File: config.mk
export PLATFORM = sky130hd
export DESIGN_NAME = x86_64_instruction_byte_encoder_top
export DESIGN_NICKNAME = d
export VERILOG_FILES = /design/src/design/xenc_pkg.sv /design/src/design/xenc_encode.sv /design/src/design/xenc_serial.sv /design/src/design/x86_64_instruction_byte_encoder_top.sv
export SDC_FILE = /design/constraint.sdc
export NUM_CORES = 1
export LEC_CHECK = 0
export ABC_AREA = 1
export BUFFER_PORTS_ARGS = -buffer_cell sky130_fd_sc_hd__buf_4
export CAP_MARGIN = 20
export CORE_MARGIN = 4
export CORE_UTILIZATION = 60
export CTS_BUF_LIST = sky130_fd_sc_hd__clkbuf_8
export CTS_CLUSTER_SIZE = 25
export DETAILED_ROUTE_END_ITERATION = 6
export PLACE_DENSITY_LB_ADDON = 0.12
export SLEW_MARGIN = 40
export SYNTH_ARGS = -nofsm -noshare
export SYNTH_HDL_FRONTEND = slang
export SYNTH_HIERARCHICAL = 1
export SYNTH_SLANG_ARGS = --single-unit
File: constraint.sdc
create_clock -name clk -period 7.3 [get_ports clk]
set_clock_uncertainty 0.15 [all_clocks]
set_input_delay 1.46 -clock clk [delete_from_list [all_inputs] [get_ports clk]]
set_output_delay 1.46 -clock clk [all_outputs]
set_load 0.02 [all_outputs]
File: src/design/xenc_pkg.sv
// Package for the x86-64 instruction byte encoder.
// Holds the request and result types, form codes and opcode constants.
// Depends on nothing; every design file imports it.
`default_nettype none

package xenc_pkg;

    localparam int MaxBytes = 10;
    localparam int CntW     = 4;

    typedef logic [CntW-1:0] byte_cnt_t;
    typedef logic [MaxBytes-1:0][7:0] code_bytes_t;

    typedef struct packed {
        logic [4:0]         mode;
        logic [3:0]         dst_reg;
        logic [3:0]         src_reg;
        logic [3:0]         base_reg;
        logic [3:0]         index_reg;
        logic [1:0]         scale;
        logic signed [31:0] displacement;
        logic [63:0]        immediate;
        logic [3:0]         condition;
        logic [7:0]         shift_count;
    } req_t;

    typedef struct packed {
        logic [7:0] code_byte;
        logic       last_byte;
    } res_t;

    localparam logic [4:0] MODE_MOV_IMM64 = 5'd0;
    localparam logic [4:0] MODE_MOV_RR    = 5'd1;
    localparam logic [4:0] MODE_STORE     = 5'd2;
    localparam logic [4:0] MODE_LOAD      = 5'd3;
    localparam logic [4:0] MODE_LEA       = 5'd4;
    localparam logic [4:0] MODE_ADD_RR    = 5'd5;
    localparam logic [4:0] MODE_ADD_IMM   = 5'd6;
    localparam logic [4:0] MODE_SUB_RR    = 5'd7;
    localparam logic [4:0] MODE_SUB_IMM   = 5'd8;
    localparam logic [4:0] MODE_AND_IMM   = 5'd9;
    localparam logic [4:0] MODE_OR_IMM    = 5'd10;
    localparam logic [4:0] MODE_XOR_RR    = 5'd11;
    localparam logic [4:0] MODE_CMP_IMM   = 5'd12;
    localparam logic [4:0] MODE_CMP_RR    = 5'd13;
    localparam logic [4:0] MODE_IMUL_RR   = 5'd14;
    localparam logic [4:0] MODE_INC       = 5'd15;
    localparam logic [4:0] MODE_DEC       = 5'd16;
    localparam logic [4:0] MODE_NEG       = 5'd17;
    localparam logic [4:0] MODE_SHL       = 5'd18;
    localparam logic [4:0] MODE_SHR       = 5'd19;
    localparam logic [4:0] MODE_SAR       = 5'd20;
    localparam logic [4:0] MODE_JMP_REL   = 5'd21;
    localparam logic [4:0] MODE_JMP_REG   = 5'd22;
    localparam logic [4:0] MODE_JCC_REL   = 5'd23;
    localparam logic [4:0] MODE_CALL_REL  = 5'd24;
    localparam logic [4:0] MODE_CALL_REG  = 5'd25;
    localparam logic [4:0] MODE_RET       = 5'd26;
    localparam logic [4:0] MODE_PUSH      = 5'd27;
    localparam logic [4:0] MODE_POP       = 5'd28;

    localparam logic [7:0] OP_REX_W     = 8'h48;
    localparam logic [7:0] OP_REX_B     = 8'h41;
    localparam logic [7:0] OP_MOV_IMM   = 8'hB8;
    localparam logic [7:0] OP_MOV_STORE = 8'h89;
    localparam logic [7:0] OP_MOV_LOAD  = 8'h8B;
    localparam logic [7:0] OP_LEA       = 8'h8D;
    localparam logic [7:0] OP_ADD       = 8'h01;
    localparam logic [7:0] OP_SUB       = 8'h29;
    localparam logic [7:0] OP_XOR       = 8'h31;
    localparam logic [7:0] OP_CMP       = 8'h39;
    localparam logic [7:0] OP_GRP1_IMM  = 8'h81;
    localparam logic [7:0] OP_ESCAPE    = 8'h0F;
    localparam logic [7:0] OP_IMUL      = 8'hAF;
    localparam logic [7:0] OP_GRP5      = 8'hFF;
    localparam logic [7:0] OP_GRP3      = 8'hF7;
    localparam logic [7:0] OP_SHIFT_IMM = 8'hC1;
    localparam logic [7:0] OP_JMP_REL   = 8'hE9;
    localparam logic [7:0] OP_JCC_BASE  = 8'h80;
    localparam logic [7:0] OP_CALL_REL  = 8'hE8;
    localparam logic [7:0] OP_RET       = 8'hC3;
    localparam logic [7:0] OP_PUSH      = 8'h50;
    localparam logic [7:0] OP_POP       = 8'h58;

    localparam logic [2:0] EXT_ADD  = 3'd0;
    localparam logic [2:0] EXT_OR   = 3'd1;
    localparam logic [2:0] EXT_CALL = 3'd2;
    localparam logic [2:0] EXT_NEG  = 3'd3;
    localparam logic [2:0] EXT_AND  = 3'd4;
    localparam logic [2:0] EXT_SUB  = 3'd5;
    localparam logic [2:0] EXT_CMP  = 3'd7;
    localparam logic [2:0] EXT_INC  = 3'd0;
    localparam logic [2:0] EXT_DEC  = 3'd1;
    localparam logic [2:0] EXT_JMP  = 3'd4;
    localparam logic [2:0] EXT_SHL  = 3'd4;
    localparam logic [2:0] EXT_SHR  = 3'd5;
    localparam logic [2:0] EXT_SAR  = 3'd7;

    localparam logic [1:0] MOD_NONE  = 2'd0;
    localparam logic [1:0] MOD_DISP8 = 2'd1;
    localparam logic [1:0] MOD_DISP32 = 2'd2;
    localparam logic [1:0] MOD_REG   = 2'd3;

    localparam logic [2:0] RM_SIB = 3'd4;
    localparam logic [2:0] RM_BP  = 3'd5;
    localparam logic [3:0] INDEX_NONE = 4'd4;

endpackage

`default_nettype wire

File: src/design/xenc_encode.sv
// Combinational encoder: turns one registered request into up to ten code bytes.
// Depends on xenc_pkg for the request type, form codes and opcodes.
`default_nettype none

module xenc_encode (
    input  var xenc_pkg::req_t        req,
    output var xenc_pkg::code_bytes_t code_bytes,
    output var xenc_pkg::byte_cnt_t   byte_cnt
);
    import xenc_pkg::*;

    function automatic logic [7:0] rex(input logic [3:0] r, input logic [3:0] m,
                                       input logic [3:0] x);
        return OP_REX_W | {5'd0, r[3], x[3], m[3]};
    endfunction

    function automatic logic [7:0] modrm(input logic [1:0] md, input logic [2:0] r,
                                         input logic [2:0] m);
        return {md, r, m};
    endfunction

    logic [31:0] imm32;
    logic        disp_zero;
    logic        disp_short;
    logic        base_bp;
    logic        sib_used;
    logic [1:0]  mem_mod;
    logic [3:0]  mem_reg;
    logic [7:0]  mem_op;
    logic [7:0]  mem_modrm;
    logic [7:0]  mem_sib;
    logic [CntW-1:0] disp_len;

    assign imm32      = req.immediate[31:0];
    assign disp_zero  = (req.displacement == 32'sd0);
    assign disp_short = (req.displacement[31:7] == '0) || (req.displacement[31:7] == '1);
    assign base_bp    = (req.base_reg[2:0] == RM_BP);
    assign sib_used   = !((req.index_reg == INDEX_NONE) && (req.scale == 2'd0)
                          && (req.base_reg[2:0] != RM_SIB));

    always_comb
    begin
        if (disp_zero && !base_bp)
        begin
            mem_mod  = MOD_NONE;
            disp_len = CntW'(0);
        end
        else if (disp_short)
        begin
            mem_mod  = MOD_DISP8;
            disp_len = CntW'(1);
        end
        else
        begin
            mem_mod  = MOD_DISP32;
            disp_len = CntW'(4);
        end
    end

    assign mem_reg   = (req.mode == MODE_STORE) ? req.src_reg : req.dst_reg;
    assign mem_op    = (req.mode == MODE_STORE) ? OP_MOV_STORE :
                       (req.mode == MODE_LOAD)  ? OP_MOV_LOAD  : OP_LEA;
    assign mem_modrm = modrm(mem_mod, mem_reg[2:0],
                             sib_used ? RM_SIB : req.base_reg[2:0]);
    assign mem_sib   = {req.scale, req.index_reg[2:0], req.base_reg[2:0]};

    always_comb
    begin
        code_bytes = '0;
        byte_cnt   = '0;
        unique case (req.mode)
            MODE_MOV_IMM64:
            begin
                code_bytes[0] = OP_REX_W | {7'd0, req.dst_reg[3]};
                code_bytes[1] = OP_MOV_IMM + {5'd0, req.dst_reg[2:0]};
                code_bytes[2] = req.immediate[7:0];
                code_bytes[3] = req.immediate[15:8];
                code_bytes[4] = req.immediate[23:16];
                code_bytes[5] = req.immediate[31:24];
                code_bytes[6] = req.immediate[39:32];
                code_bytes[7] = req.immediate[47:40];
                code_bytes[8] = req.immediate[55:48];
                code_bytes[9] = req.immediate[63:56];
                byte_cnt      = CntW'(10);
            end
            MODE_MOV_RR, MODE_ADD_RR, MODE_SUB_RR, MODE_XOR_RR, MODE_CMP_RR:
            begin
                code_bytes[0] = rex(req.src_reg, req.dst_reg, 4'd0);
                unique case (req.mode)
                    MODE_MOV_RR: code_bytes[1] = OP_MOV_STORE;
                    MODE_ADD_RR: code_bytes[1] = OP_ADD;
                    MODE_SUB_RR: code_bytes[1] = OP_SUB;
                    MODE_XOR_RR: code_bytes[1] = OP_XOR;
                    default:     code_bytes[1] = OP_CMP;
                endcase
                code_bytes[2] = modrm(MOD_REG, req.src_reg[2:0], req.dst_reg[2:0]);
                byte_cnt      = CntW'(3);
            end
            MODE_STORE, MODE_LOAD, MODE_LEA:
            begin
                code_bytes[0] = rex(mem_reg, req.base_reg, req.index_reg);
                code_bytes[1] = mem_op;
                code_bytes[2] = mem_modrm;
                if (sib_used)
                begin
                    code_bytes[3] = mem_sib;
                    code_bytes[4] = req.displacement[7:0];
                    code_bytes[5] = req.displacement[15:8];
                    code_bytes[6] = req.displacement[23:16];
                    code_bytes[7] = req.displacement[31:24];
                    byte_cnt      = CntW'(4) + disp_len;
                end
                else
                begin
                    code_bytes[3] = req.displacement[7:0];
                    code_bytes[4] = req.displacement[15:8];
                    code_bytes[5] = req.displacement[23:16];
                    code_bytes[6] = req.displacement[31:24];
                    byte_cnt      = CntW'(3) + disp_len;
                end
            end
            MODE_ADD_IMM, MODE_SUB_IMM, MODE_AND_IMM, MODE_OR_IMM, MODE_CMP_IMM:
            begin
                code_bytes[0] = rex(req.dst_reg, req.dst_reg, 4'd0);
                code_bytes[1] = OP_GRP1_IMM;
                unique case (req.mode)
                    MODE_ADD_IMM: code_bytes[2] = modrm(MOD_REG, EXT_ADD, req.dst_reg[2:0]);
                    MODE_SUB_IMM: code_bytes[2] = modrm(MOD_REG, EXT_SUB, req.dst_reg[2:0]);
                    MODE_AND_IMM: code_bytes[2] = modrm(MOD_REG, EXT_AND, req.dst_reg[2:0]);
                    MODE_OR_IMM:  code_bytes[2] = modrm(MOD_REG, EXT_OR, req.dst_reg[2:0]);
                    default:      code_bytes[2] = modrm(MOD_REG, EXT_CMP, req.dst_reg[2:0]);
                endcase
                code_bytes[3] = imm32[7:0];
                code_bytes[4] = imm32[15:8];
                code_bytes[5] = imm32[23:16];
                code_bytes[6] = imm32[31:24];
                byte_cnt      = CntW'(7);
            end
            MODE_IMUL_RR:
            begin
                code_bytes[0] = rex(req.dst_reg, req.src_reg, 4'd0);
                code_bytes[1] = OP_ESCAPE;
                code_bytes[2] = OP_IMUL;
                code_bytes[3] = modrm(MOD_REG, req.dst_reg[2:0], req.src_reg[2:0]);
                byte_cnt      = CntW'(4);
            end
            MODE_INC, MODE_DEC, MODE_NEG:
            begin
                code_bytes[0] = rex(req.dst_reg, req.dst_reg, 4'd0);
                unique case (req.mode)
                    MODE_INC:
                    begin
                        code_bytes[1] = OP_GRP5;
                        code_bytes[2] = modrm(MOD_REG, EXT_INC, req.dst_reg[2:0]);
                    end
                    MODE_DEC:
                    begin
                        code_bytes[1] = OP_GRP5;
                        code_bytes[2] = modrm(MOD_REG, EXT_DEC, req.dst_reg[2:0]);
                    end
                    default:
                    begin
                        code_bytes[1] = OP_GRP3;
                        code_bytes[2] = modrm(MOD_REG, EXT_NEG, req.dst_reg[2:0]);
                    end
                endcase
                byte_cnt = CntW'(3);
            end
            MODE_SHL, MODE_SHR, MODE_SAR:
            begin
                code_bytes[0] = rex(req.dst_reg, req.dst_reg, 4'd0);
                code_bytes[1] = OP_SHIFT_IMM;
                unique case (req.mode)
                    MODE_SHL: code_bytes[2] = modrm(MOD_REG, EXT_SHL, req.dst_reg[2:0]);
                    MODE_SHR: code_bytes[2] = modrm(MOD_REG, EXT_SHR, req.dst_reg[2:0]);
                    default:  code_bytes[2] = modrm(MOD_REG, EXT_SAR, req.dst_reg[2:0]);
                endcase
                code_bytes[3] = req.shift_count;
                byte_cnt      = CntW'(4);
            end
            MODE_JMP_REL, MODE_CALL_REL:
            begin
                code_bytes[0] = (req.mode == MODE_JMP_REL) ? OP_JMP_REL : OP_CALL_REL;
                code_bytes[1] = imm32[7:0];
                code_bytes[2] = imm32[15:8];
                code_bytes[3] = imm32[23:16];
                code_bytes[4] = imm32[31:24];
                byte_cnt      = CntW'(5);
            end
            MODE_JCC_REL:
            begin
                code_bytes[0] = OP_ESCAPE;
                code_bytes[1] = OP_JCC_BASE + {4'd0, req.condition};
                code_bytes[2] = imm32[7:0];
                code_bytes[3] = imm32[15:8];
                code_bytes[4] = imm32[23:16];
                code_bytes[5] = imm32[31:24];
                byte_cnt      = CntW'(6);
            end
            MODE_JMP_REG, MODE_CALL_REG:
            begin
                if (req.dst_reg[3])
                begin
                    code_bytes[0] = OP_REX_B;
                    code_bytes[1] = OP_GRP5;
                    code_bytes[2] = modrm(MOD_REG,
                                          (req.mode == MODE_JMP_REG) ? EXT_JMP : EXT_CALL,
                                          req.dst_reg[2:0]);
                    byte_cnt      = CntW'(3);
                end
                else
                begin
                    code_bytes[0] = OP_GRP5;
                    code_bytes[1] = modrm(MOD_REG,
                                          (req.mode == MODE_JMP_REG) ? EXT_JMP : EXT_CALL,
                                          req.dst_reg[2:0]);
                    byte_cnt      = CntW'(2);
                end
            end
            MODE_RET:
            begin
                code_bytes[0] = OP_RET;
                byte_cnt      = CntW'(1);
            end
            MODE_PUSH, MODE_POP:
            begin
                if (req.dst_reg[3])
                begin
                    code_bytes[0] = OP_REX_B;
                    code_bytes[1] = ((req.mode == MODE_PUSH) ? OP_PUSH : OP_POP)
                                    + {5'd0, req.dst_reg[2:0]};
                    byte_cnt      = CntW'(2);
                end
                else
                begin
                    code_bytes[0] = ((req.mode == MODE_PUSH) ? OP_PUSH : OP_POP)
                                    + {5'd0, req.dst_reg[2:0]};
                    byte_cnt      = CntW'(1);
                end
            end
            default:
            begin
                code_bytes = '0;
                byte_cnt   = '0;
            end
        endcase
    end

endmodule

`default_nettype wire

File: src/design/xenc_serial.sv
// Byte buffer and result register: holds one encoded instruction, sends a byte a cycle when not stalled.
// Depends on xenc_pkg for the code byte array and result types.
`default_nettype none

module xenc_serial (
    input  var logic                  clk,
    input  var logic                  rst_n,
    input  var logic                  load,
    input  var xenc_pkg::code_bytes_t code_bytes,
    input  var xenc_pkg::byte_cnt_t   byte_cnt,
    output var logic                  ready,
    output var logic                  res_valid,
    input  var logic                  res_stall,
    output var xenc_pkg::res_t        res
);
    import xenc_pkg::*;

    code_bytes_t bytes_reg;
    byte_cnt_t   cnt_reg;
    byte_cnt_t   idx_reg;
    logic        buf_valid_reg;
    logic        out_valid_reg;
    res_t        out_reg;

    logic out_adv;
    logic emit;
    logic at_last;

    assign out_adv = !out_valid_reg || !res_stall;
    assign emit    = buf_valid_reg && out_adv;
    assign at_last = (idx_reg == cnt_reg - CntW'(1));
    assign ready   = !buf_valid_reg || (emit && at_last);

    always_ff @(posedge clk or negedge rst_n)
    begin
        if (!rst_n)
        begin
            buf_valid_reg <= 1'b0;
            out_valid_reg <= 1'b0;
            idx_reg       <= '0;
        end
        else
        begin
            if (load)
            begin
                buf_valid_reg <= 1'b1;
                idx_reg       <= '0;
            end
            else if (emit)
            begin
                buf_valid_reg <= !at_last;
                idx_reg       <= idx_reg + CntW'(1);
            end
            if (out_adv)
            begin
                out_valid_reg <= buf_valid_reg;
            end
        end
    end

    always_ff @(posedge clk)
    begin
        if (load)
        begin
            bytes_reg <= code_bytes;
            cnt_reg   <= byte_cnt;
        end
        if (emit)
        begin
            out_reg.code_byte <= bytes_reg[idx_reg];
            out_reg.last_byte <= at_last;
        end
    end

    assign res_valid = out_valid_reg;
    assign res       = out_reg;

endmodule

`default_nettype wire

File: src/design/x86_64_instruction_byte_encoder_top.sv
// Top level of the x86-64 instruction byte encoder: request register, encoder and byte sender.
// Depends on xenc_pkg, xenc_encode and xenc_serial.
//
//   Channel   Direction  Handshake             Payload
//   request   in         req_valid, req_stall  req (xenc_pkg::req_t)
//   result    out        res_valid, res_stall  res (xenc_pkg::res_t), one code byte each
//
// An instruction of N bytes occupies the result port one byte per cycle unless res_stall
// holds it, so the sustained rate is set by the single byte-wide result register. A request
// passes the request register and the byte buffer before it reaches the result register.
// Requests for unused forms are taken and produce no bytes.
// Reset clears all valid flags; stalls on the result side back up to req_stall.
`default_nettype none

module x86_64_instruction_byte_encoder_top (
    input  var logic           clk,
    input  var logic           rst_n,
    input  var logic           req_valid,
    output var logic           req_stall,
    input  var xenc_pkg::req_t req,
    output var logic           res_valid,
    input  var logic           res_stall,
    output var xenc_pkg::res_t res
);
    import xenc_pkg::*;

    req_t        req_reg;
    logic        req_valid_reg;
    code_bytes_t enc_bytes;
    byte_cnt_t   enc_cnt;
    logic        ser_ready;
    logic        consume;
    logic        load;
    logic        accept;

    assign load      = req_valid_reg && (enc_cnt != '0) && ser_ready;
    assign consume   = req_valid_reg && ((enc_cnt == '0) || ser_ready);
    assign req_stall = req_valid_reg && !consume;
    assign accept    = req_valid && !req_stall;

    always_ff @(posedge clk or negedge rst_n)
    begin
        if (!rst_n)
        begin
            req_valid_reg <= 1'b0;
        end
        else if (accept)
        begin
            req_valid_reg <= 1'b1;
        end
        else if (consume)
        begin
            req_valid_reg <= 1'b0;
        end
    end

    always_ff @(posedge clk)
    begin
        if (accept)
        begin
            req_reg <= req;
        end
    end

    xenc_encode u_encode (
        .req        (req_reg),
        .code_bytes (enc_bytes),
        .byte_cnt   (enc_cnt)
    );

    xenc_serial u_serial (
        .clk        (clk),
        .rst_n      (rst_n),
        .load       (load),
        .code_bytes (enc_bytes),
        .byte_cnt   (enc_cnt),
        .ready      (ser_ready),
        .res_valid  (res_valid),
        .res_stall  (res_stall),
        .res        (res)
    );

endmodule

`default_nettype wire

==> impl_metrics.toml <==
[outcome]
outcome = "completed"

[logic_synthesis]
synth_cells = 1133
yosys.area.top_type_share_pct = 61.25
synthTopCellsByArea = "edfxtp_1, nand2_1, nor2_1, nand3_1, inv_1"
ys_ff_latch = 231
yosysTopAreaCell = "edfxtp_1"
syn-cell-area_mm2 = 0.01098
ys_seq_area_share_pct = 62.85
ys_types = 36
syn_nets = 1272
yosys_warnings = 6
avgSynthCellArea_um2 = 9.693

[routing]
drtIter0Drc = 1108
vias_per_cell = 5.599
first_pass_iters = 7
drt-total-wl_um = 27640
vias = 8617
drc = 0
wire_per_inst_um = 17.96
ant_nets = 0

[sta]
tightest_slew_ns = 0.7440
drv_slew = 0
max_clock_freq_mhz = 199.3
tns_ns = 0
rsz0062_at_grt = "false"
setup_slack_ns = 2.283
hold_violations = 0
finalSetupViolCount = 0
max_slew_margin_pct = 50.40
fin_crit_ns = 5.017
timing.final.crit_share_pct = 68.73

[power_and_ir_drop]
clock_power_share_pct = 20.5
switching_share_pct = 37.85
p_leak_nw = 5.555
power_frac_comb_pct = 31.4
p_total_mw = 5.139
sequentialPowerShare_pct = 48.1
p_int_mw = 3.194
p_switching_mw = 1.945
p_per_area_mw_per_mm2 = 399.4
ir_drop_uv = 414.6

[global_routing]
grt_overflow = 0
grt_use_total_pct = 27.21
grt_pass1_wl_um = 43300
grt_max_degree = 72
first_global_vias = 8387
antenna_found_initial = 0

[setup_path]
critical_path_class = "reg2out"
critPathSlowestCell = "nor2_1"
r2r_setup_slack_ns = 2.97
cp_common_cell = "nor2_1"
worstPathRequired_ns = 5.69
crit_chain = "nor2_1, nand3_1, nand2_4, inv_2, nor2_1, nor2_1, nand3_1, nor2_2, nand2_2, nand2_1, inv_1, buf_4"
crit_path_start_kind = "flip-flop"
worstPathMaxFanout = 44
slowest_delay_ns = 0.58
worstReg2RegEnd = "u_serial/idx_reg[0]$_DFFE_PN0P_"
worst_setup_path_end_kind = "output pin"
worstPathArrival_ns = 3.41
r2r_start = "req_reg[129]$_DFFE_PP_"
r2r_cells = 15

[run]
maxCapViolCount = 0

[floorplan]
die_w_um = 143.3
core_mm2 = 0.01796
die_area_mm2 = 0.02053
start_util_pct = 61.13
fp.dieH_um = 143.3
io_pins = 146
rows = 49

[placement]
pre_cts_ws_ns = 2.607
place_hpwl_um = 19710
place_area_mm2 = 0.01216
dp.cells = 1473
gp_congestion = 0.9579
portBuffers = 145

[min_path]
hp-class = "reg2reg"
holdPathEnd = "u_serial/res_valid$_DFFE_PN0N_"
worstHoldPathCells = 2
hold_start = "u_serial/res_valid$_DFFE_PN0N_"

[finish]
areaGrowthSynthToFinish_pct = 17.16
fin_nets = 1422
final_common_cell = "nand2_1"
instances_no_fill = 1539
largest_reg_flops = 131
drive_above_1_share_pct = 17.56
most-common-layout-cells = "nand2_1, edfxtp_1, nor2_1, buf_4"
fillerInstances = 1360
stdcell_area_mm2 = 0.01287
insertedDiodeCount = 0

[clock_tree]
htreeDepth = 2
cts_buffers = 37
cts_resized = 0
cts.clk_slew.worst_paths_ns = 0.06
post_cts_buffers = 0
root_buffer = "clkbuf_8"
cts_tree = "done"
postCtsHoldBufs = 0
clock_path_buffers = 3
insertion_delay_ns = 0.53
cts.sinks = 231
-- logic make-up after synthesis --
group	synth area share, %
buffers and inverters	6.016
AOI/OAI and AO/OA	6.449
and+or+nand+nor	23.99
adders and majority gates	0.4558
DFF	62.85
xor gates and xnor gates	0.2393
-- per-stage QoR --
step	hold WS (ns)	utilization [%]
2_1_floorplan	0.3440	-
3_3_place_gp	0.3390	67.67
3_5_place_dp	0.3459	67.68
4_1_cts	0.3601	71.56
5_1_grt	0.4046	71.62
6_report	0.3508	71.62
-- how the worst max path moves through the flow --
stage / startpoint / to / depth (start not counted)
after floorplan: res_stall / u_serial/idx_reg[0]$_DFFE_PN0P_ / 10
after global placement: req_reg[129]$_DFFE_PP_ / req_stall / 12
after detailed placement: req_reg[129]$_DFFE_PP_ / req_stall / 12
after CTS: req_reg[129]$_DFFE_PP_ / req_stall / 12
after global routing: req_reg[129]$_DFFE_PP_ / req_stall / 12
final: req_reg[129]$_DFFE_PP_ / req_stall / 12
-- area by class of cell --
cell class | count | area [µm²] | area share, %
Tap cell | 229 | 286.5 | 2.227
Multi-Input combinational cell | 761 | 3445 | 26.77
Clock inverter | 28 | 173.9 | 1.352
Timing Repair Buffer | 153 | 1152 | 8.957
Sequential cell | 231 | 6907 | 53.68
Clock buffer | 38 | 523.0 | 4.065
Inverter | 99 | 379.1 | 2.947
-- power groups by stage --
stage / logic (mW) / clock network, mW / registers [mW]
after CTS: 1.59 / 1.07 / 2.47
after floorplan: 1.15 / 0 / 2.43
after detailed placement: 1.58 / 0 / 2.50
after global routing: 1.80 / 1.14 / 2.52
after global placement: 1.56 / 0 / 2.48
final: 1.61 / 1.05 / 2.47
-- per-layer routing --
metal | GRT usage (%) | share of wire, % | vias up | routed length (µm)
met5 | 0 | 0 | - | 0
met4 | 9.118 | 2.9 | 0 | 804
met3 | 4.459 | 9.5 | 64 | 2618
met2 | 42.90 | 47 | 487 | 13010
met1 | 39.15 | 41 | 3945 | 11210
li1 | - | - | 4121 | -
-- cell usage after synthesis --
master / count
nand2_1: 333
edfxtp_1: 224
nor2_1: 154
nand3_1: 98
inv_1: 88
o21ai_0: 44
o21ai_1: 27
a21oi_1: 25
o211ai_1: 25
buf_2: 15
buf_6: 12
nand3b_1: 11
clkbuf_1: 8
inv_2: 8
nor3_1: 8
dfrtp_1: 7
nand4_1: 6
nor2_2: 5
buf_4: 4
ha_1: 4
nand2_2: 4
buf_1: 3
inv_4: 3
and2_1: 2
nor2_4: 2
o31ai_1: 2
xor2_1: 2
a21oi_2: 1
and3_1: 1
nand3_2: 1
nor2_8: 1
nor3_4: 1
nor4_2: 1
o21a_1: 1
o21ai_2: 1
xnor2_1: 1
-- worst max-delay path: cells and delay by family (launching register included) --
kind	cells	cell delay (ns)
buffers and inverters	3	0.46
flip-flops	1	0.52
AND/OR/NAND/NOR	9	1.89
No activity file was read; power rests on OpenSTA's default activity.
